===== src/rtl/pareto_archive_update_macros.svh =====
// ----------------------------------------------------------------------------
// Pareto archive update: assertion macros
// Concurrent assertion wrappers, compiled out with NO_ASSERTIONS.
// ----------------------------------------------------------------------------
`ifndef PARETO_ARCHIVE_UPDATE_MACROS_SVH
`define PARETO_ARCHIVE_UPDATE_MACROS_SVH

`ifndef NO_ASSERTIONS

// Plain condition, checked at every clock edge outside reset
`define PAU_ASSERT(lbl, clk, rstn, cond) \
  lbl: assert property (@(posedge clk) disable iff (!rstn) (cond)) \
    else $error("pau assertion failed");

// Same-cycle implication
`define PAU_ASSERT_IMP(lbl, clk, rstn, ante, cons) \
  lbl: assert property (@(posedge clk) disable iff (!rstn) (ante) |-> (cons)) \
    else $error("pau assertion failed");

// Next-cycle implication
`define PAU_ASSERT_NEXT(lbl, clk, rstn, ante, cons) \
  lbl: assert property (@(posedge clk) disable iff (!rstn) (ante) |=> (cons)) \
    else $error("pau assertion failed");

`else

`define PAU_ASSERT(lbl, clk, rstn, cond)
`define PAU_ASSERT_IMP(lbl, clk, rstn, ante, cons)
`define PAU_ASSERT_NEXT(lbl, clk, rstn, ante, cons)

`endif

`endif


===== src/rtl/pau_pkg.sv =====
// ----------------------------------------------------------------------------
// Pareto archive update package
// Shared types, widths and status codes of the archive block.
// ----------------------------------------------------------------------------
package pau_pkg;

  // Field widths
  localparam int unsigned ObjW            = 32;
  localparam int unsigned NumObj          = 4;
  localparam int unsigned IndexW          = 6;
  localparam int unsigned CountW          = 7;
  localparam int unsigned ArchiveDepthDef = 64;

  // Transaction kinds
  localparam logic KindOffer = 1'b0;
  localparam logic KindRead  = 1'b1;

  // Result status codes
  typedef enum logic [2:0] {
    ST_ADDED        = 3'd0,
    ST_DOMINATED    = 3'd1,
    ST_DUPLICATE    = 3'd2,
    ST_FULL         = 3'd3,
    ST_READ_OK      = 3'd4,
    ST_OUT_OF_RANGE = 3'd5
  } status_e;

  // Input transaction payload
  typedef struct packed {
    logic              kind;
    logic [ObjW-1:0]   obj_distance;
    logic [ObjW-1:0]   obj_vehicles;
    logic [ObjW-1:0]   obj_balance;
    logic [ObjW-1:0]   obj_waiting;
    logic [ObjW-1:0]   tour_signature;
    logic [IndexW-1:0] entry_index;
  } in_item_t;

  // Output transaction payload
  typedef struct packed {
    logic [2:0]        status;
    logic [CountW-1:0] removed_count;
    logic [CountW-1:0] archive_count;
    logic [ObjW-1:0]   out_distance;
    logic [ObjW-1:0]   out_vehicles;
    logic [ObjW-1:0]   out_balance;
    logic [ObjW-1:0]   out_waiting;
    logic [ObjW-1:0]   out_signature;
  } out_item_t;

  // One archive entry: objectives in order distance, vehicles, balance, waiting
  typedef struct packed {
    logic [NumObj-1:0][ObjW-1:0] obj;
    logic [ObjW-1:0]             sig;
  } entry_t;

  // Dominance compare result
  typedef struct packed {
    logic ent_dom;   // stored entry dominates candidate
    logic cand_dom;  // candidate dominates stored entry
    logic sig_eq;    // same tour signature
  } cmp_res_t;

endpackage


===== src/rtl/pau_dom_cmp.sv =====
// ----------------------------------------------------------------------------
// Pareto archive dominance compare
// Shared compare unit: checks a stored entry against the candidate.
// ----------------------------------------------------------------------------
module pau_dom_cmp (
  input  pau_pkg::entry_t   ent_i,
  input  pau_pkg::entry_t   cand_i,
  output pau_pkg::cmp_res_t res_o
);

  logic [pau_pkg::NumObj-1:0] ent_le;
  logic [pau_pkg::NumObj-1:0] cand_le;
  logic [pau_pkg::NumObj-1:0] obj_ne;

  // Per-objective magnitude compares
  always_comb begin
    for (int k = 0; k < pau_pkg::NumObj; k++) begin
      ent_le[k]  = (ent_i.obj[k] <= cand_i.obj[k]);
      cand_le[k] = (cand_i.obj[k] <= ent_i.obj[k]);
      obj_ne[k]  = (ent_i.obj[k] != cand_i.obj[k]);
    end
  end

  // Dominance: all no worse and vectors differ
  assign res_o.ent_dom  = (&ent_le) & (|obj_ne);
  assign res_o.cand_dom = (&cand_le) & (|obj_ne);
  assign res_o.sig_eq   = (ent_i.sig == cand_i.sig);

endmodule


===== config.mk =====
export PLATFORM = sky130hd
export DESIGN_NAME = pau_dom_cmp
export DESIGN_NICKNAME = d
export VERILOG_FILES = /design/src/rtl/pareto_archive_update_macros.svh /design/src/rtl/pau_pkg.sv /design/src/rtl/pau_dom_cmp.sv
export SDC_FILE = /design/constraint.sdc
export NUM_CORES = 1
export LEC_CHECK = 0
export BUFFER_PORTS_ARGS = -buffer_cell sky130_fd_sc_hd__buf_4
export CORE_AREA = 2 2 127 129
export DETAILED_ROUTE_END_ITERATION = 7
export DIE_AREA = 0 0 129 131
export PLACE_DENSITY_LB_ADDON = 0.25
export SLEW_MARGIN = 10
export SYNTH_ARGS = -nofsm -noshare
export SYNTH_HDL_FRONTEND = slang
export SYNTH_SLANG_ARGS = --single-unit
export TNS_END_PERCENT = 100

===== constraint.sdc =====
create_clock -name vclk -period 6.6
set_clock_uncertainty 0.1 [all_clocks]
set_input_delay 1.32 -clock vclk [all_inputs]
set_output_delay 1.32 -clock vclk [all_outputs]
set_load 0.005 [all_outputs]

==> run summary <==
0 antenna diodes ended up in the layout. The kind of end point of the critical path was a primary output. Static timing analysis puts the maximum clock frequency at 192 MHz. The worst hold path passes through 6 cells.

In this run the tightest slew margin relative to its limit is 57.4%. In the routed design, unresolved DRC markers number 0. The logs give 0% for the sequential area share after synthesis and 15600 um^2 for the core region area. At the worst endpoint, the arrival time is 3790 ps. Source of the worst hold timing path: cand_i[22].

The final critical-path required period came out at 5210 ps. The count of input and output buffers is 323, and the count of placed standard cells including taps is 1049. The Yosys step of the flow raised 0 warnings.

The ratio of total power to cell area is 53.4 nW/um^2, and the count of fill cells added during filler insertion is 1661. The vias per cell is 4.31, and the detailed-routing iteration count for the pre-antenna-repair pass is 4. For the overall overflow remaining after global route, the log shows 0. For this configuration, the core starts out at a cell density of 23.8%. Finished layout cell area: 6410 um^2. Setup repair after global routing left no endpoint under its margin. After detailed routing, the average wire length per cell comes to 12.4 um. The logs give 0 for the final sequential cell count and 0 for the count of clock-net buffers in the final layout.

Final instance count without filler cells: 1049. The final clock period utilization by the worst path is 79.0%. The total setup violations reported at the end of the flow was 0; the width of the die was 129 um. The critical path data required time was 5180 ps; the number of placement rows was 46. Class of the most critical setup path: in -> out. The routed layout has 4523 vias.

The floorplan step defined a die boundary enclosing 16900 um^2. For the HPWL reported at the end of detailed placement, the log shows 12600 um. The final number of hold-violating endpoints was 0. The max-slew violation count is 0, and the overall fraction of global-route tracks in use is 14.2%. Walking the worst path, the cells encountered are buf_4 -> ha_1 -> nand4_1 -> or4_1 -> or4_1 -> a31o_1 -> and2_4 -> nor4_2 -> buf_4. The detail route stage leaves a number of antenna-violating nets equal to 0. The net count of the finished layout is 1283. The DRC marker count from the first detailed-route iteration was 43; the number of buffers inserted to repair setup after CTS was 0. Counting both buffers and inverters, the worst setup path holds a total of 2.

The floorplan step set the die height to 131 um. The element type at the critical path start was an input port. In the final layout, the share of cells above drive strength 1 is 40.1%.

The count of different cell masters after synthesis was 46. The tools report the sink of the worst hold path as res_o[0]. For the final design utilization, the log shows 41.1%. Number of antenna violations at the first check in global routing: 0. The completed layout was analyzed and its total power is 342 uW. The worst voltage drop across the vdd grid was 0.0225 mV.

The number of global-route vias before repair was 4474. The run finished with clean final reports. The area growth from synthesis to layout is 72.6%. The tools report the cell area after synthesis as 3710 um^2.

The total of cells resized after clock tree synthesis came out at 0. Adding up every negative setup slack in the final design gives 0 ps. The global placer's final weighted congestion was 0.838; the leakage component of the power was 3.77 nW. The synthesized netlist cell count was 510. The number of hold buffers added after cts is 0, and the count of max-cap constraint violations is 0. At the pin with the least slew margin, the transition time is 638 ps. On the worst path, the slowest cell contributes a delay of 590 ps. The tightest min-delay check is of the in -> out type. The largest individual stage delay along the critical path comes from the cell sky130_fd_sc_hd__or4_1. Dividing the synthesized area by the synthesized cell count gives 7.28 um^2. The kind of cell with the highest combined delay along the critical path is simple AND/OR/NAND/NOR gates.

During I/O placement, the number of pins put on the boundary was 323. Entering global routing, the biggest net connects 6 pins. The top fanout value on the critical path was 3; the net count after synthesis was 958. In the final layout, flip-flops and latches occupy 0 um^2. After detailed routing, the total wire length is 13000 um. Summing all placed instances gives a cell area of 6410 um^2.

The first global-routing pass estimated 19700 um of wire.
[worst max-delay path by stage]
| stage | end | slack, ps | depth (start not counted) | from |
|---|---|---|---|---|
| after floorplan | res_o[2] | 1800 | 8 | ent_i[110] |
| after global placement | res_o[2] | 1420 | 10 | ent_i[110] |
| after detailed placement | res_o[2] | 1400 | 9 | cand_i[110] |
| after CTS | res_o[2] | 1390 | 9 | cand_i[110] |
| after global routing | res_o[1] | 1240 | 9 | cand_i[110] |
| final | res_o[2] | 1390 | 9 | cand_i[110] |
[cell type report]
class	instances	area, um^2	area share, %
Multi-Input combinational cell	378	3220	50.2
Timing Repair Buffer	323	2420	37.8
Inverter	132	495	7.73
Tap cell	216	270	4.22
[placed cells by master (no fill, tap or decap), types with 5 or more instances in the layout]
| cell | count |
|---|---|
| sky130_fd_sc_hd__nor4_1 | 11 |
| sky130_fd_sc_hd__buf_4 | 323 |
| sky130_fd_sc_hd__or4_1 | 5 |
| sky130_fd_sc_hd__a21oi_1 | 45 |
| sky130_fd_sc_hd__o21ai_0 | 9 |
| sky130_fd_sc_hd__nand2_1 | 27 |
| sky130_fd_sc_hd__ha_1 | 128 |
| sky130_fd_sc_hd__nand4_1 | 25 |
| sky130_fd_sc_hd__xor2_1 | 32 |
| sky130_fd_sc_hd__nand3_1 | 12 |
| sky130_fd_sc_hd__o21ai_1 | 5 |
| sky130_fd_sc_hd__nor3_1 | 7 |
| sky130_fd_sc_hd__nor2_1 | 8 |
| sky130_fd_sc_hd__inv_1 | 132 |
| sky130_fd_sc_hd__and4_1 | 8 |
| sky130_fd_sc_hd__a221oi_1 | 5 |
| sky130_fd_sc_hd__a21o_1 | 9 |
[routing by layer]
metal,share of wire [%],track usage [%],vias to the layer above
met1,38,15.5,1882
met5,0,0,-
met3,8.3,2.40,8
met2,52,29.1,189
met4,1.2,1.53,0
li1,-,-,2444
[metrics by stage]
step                      setup WS, ps  hold slack [ps]
after floorplan                   1800             2790
after global placement            1420             3030
after detailed placement          1400             3030
after CTS                         1390             3030
after global routing              1240             3080
final                             1390             3020
[report_power, final]
part	switching (mW)	total (mW)	internal (mW)
Sequential	0	0	0
Combinational	0.133	0.342	0.209
Clock	0	0	0
Total	0.133	0.342	0.209
[cells in the mapped netlist (2+ instances only)]
library cell / count / area share (%)
sky130_fd_sc_hd__a2111oi_0: 2 / 0.47
sky130_fd_sc_hd__a211oi_1: 2 / 0.40
sky130_fd_sc_hd__a21boi_0: 2 / 0.40
sky130_fd_sc_hd__a21o_1: 9 / 1.8
sky130_fd_sc_hd__a21oi_1: 45 / 6.1
sky130_fd_sc_hd__a221o_1: 2 / 0.54
sky130_fd_sc_hd__a221oi_1: 5 / 1.2
sky130_fd_sc_hd__a22oi_1: 2 / 0.40
sky130_fd_sc_hd__and4_1: 8 / 1.9
sky130_fd_sc_hd__ha_1: 128 / 43
sky130_fd_sc_hd__inv_1: 132 / 13
sky130_fd_sc_hd__nand2_1: 27 / 2.7
sky130_fd_sc_hd__nand3_1: 12 / 1.6
sky130_fd_sc_hd__nand4_1: 25 / 4.2
sky130_fd_sc_hd__nor2_1: 8 / 0.81
sky130_fd_sc_hd__nor2b_1: 3 / 0.51
sky130_fd_sc_hd__nor3_1: 7 / 0.94
sky130_fd_sc_hd__nor4_1: 11 / 1.9
sky130_fd_sc_hd__o211ai_1: 3 / 0.61
sky130_fd_sc_hd__o21ai_0: 9 / 1.2
sky130_fd_sc_hd__o21ai_1: 5 / 0.67
sky130_fd_sc_hd__o21bai_1: 2 / 0.40
sky130_fd_sc_hd__o31a_2: 2 / 0.54
sky130_fd_sc_hd__o31ai_1: 2 / 0.40
sky130_fd_sc_hd__or4_1: 5 / 1.0
sky130_fd_sc_hd__xor2_1: 32 / 7.5
[tightest hold or removal path, delay by kind of cell]
| kind | cells | cell delay (ps) |
|---|---|---|
| XOR/XNOR | 1 | 120 |
| buffers and inverters | 2 | 200 |
| AND/OR/NAND/NOR | 3 | 160 |
[logic make-up after synthesis]
family,count (synthesis),synth area share [%]
buf+inv,132,13.3
fa+ha+maj,128,43.1
simple gates,120,19.4
compound gates,98,16.5
xor+xnor,32,7.55
No activity file was read; power rests on OpenSTA's default activity.
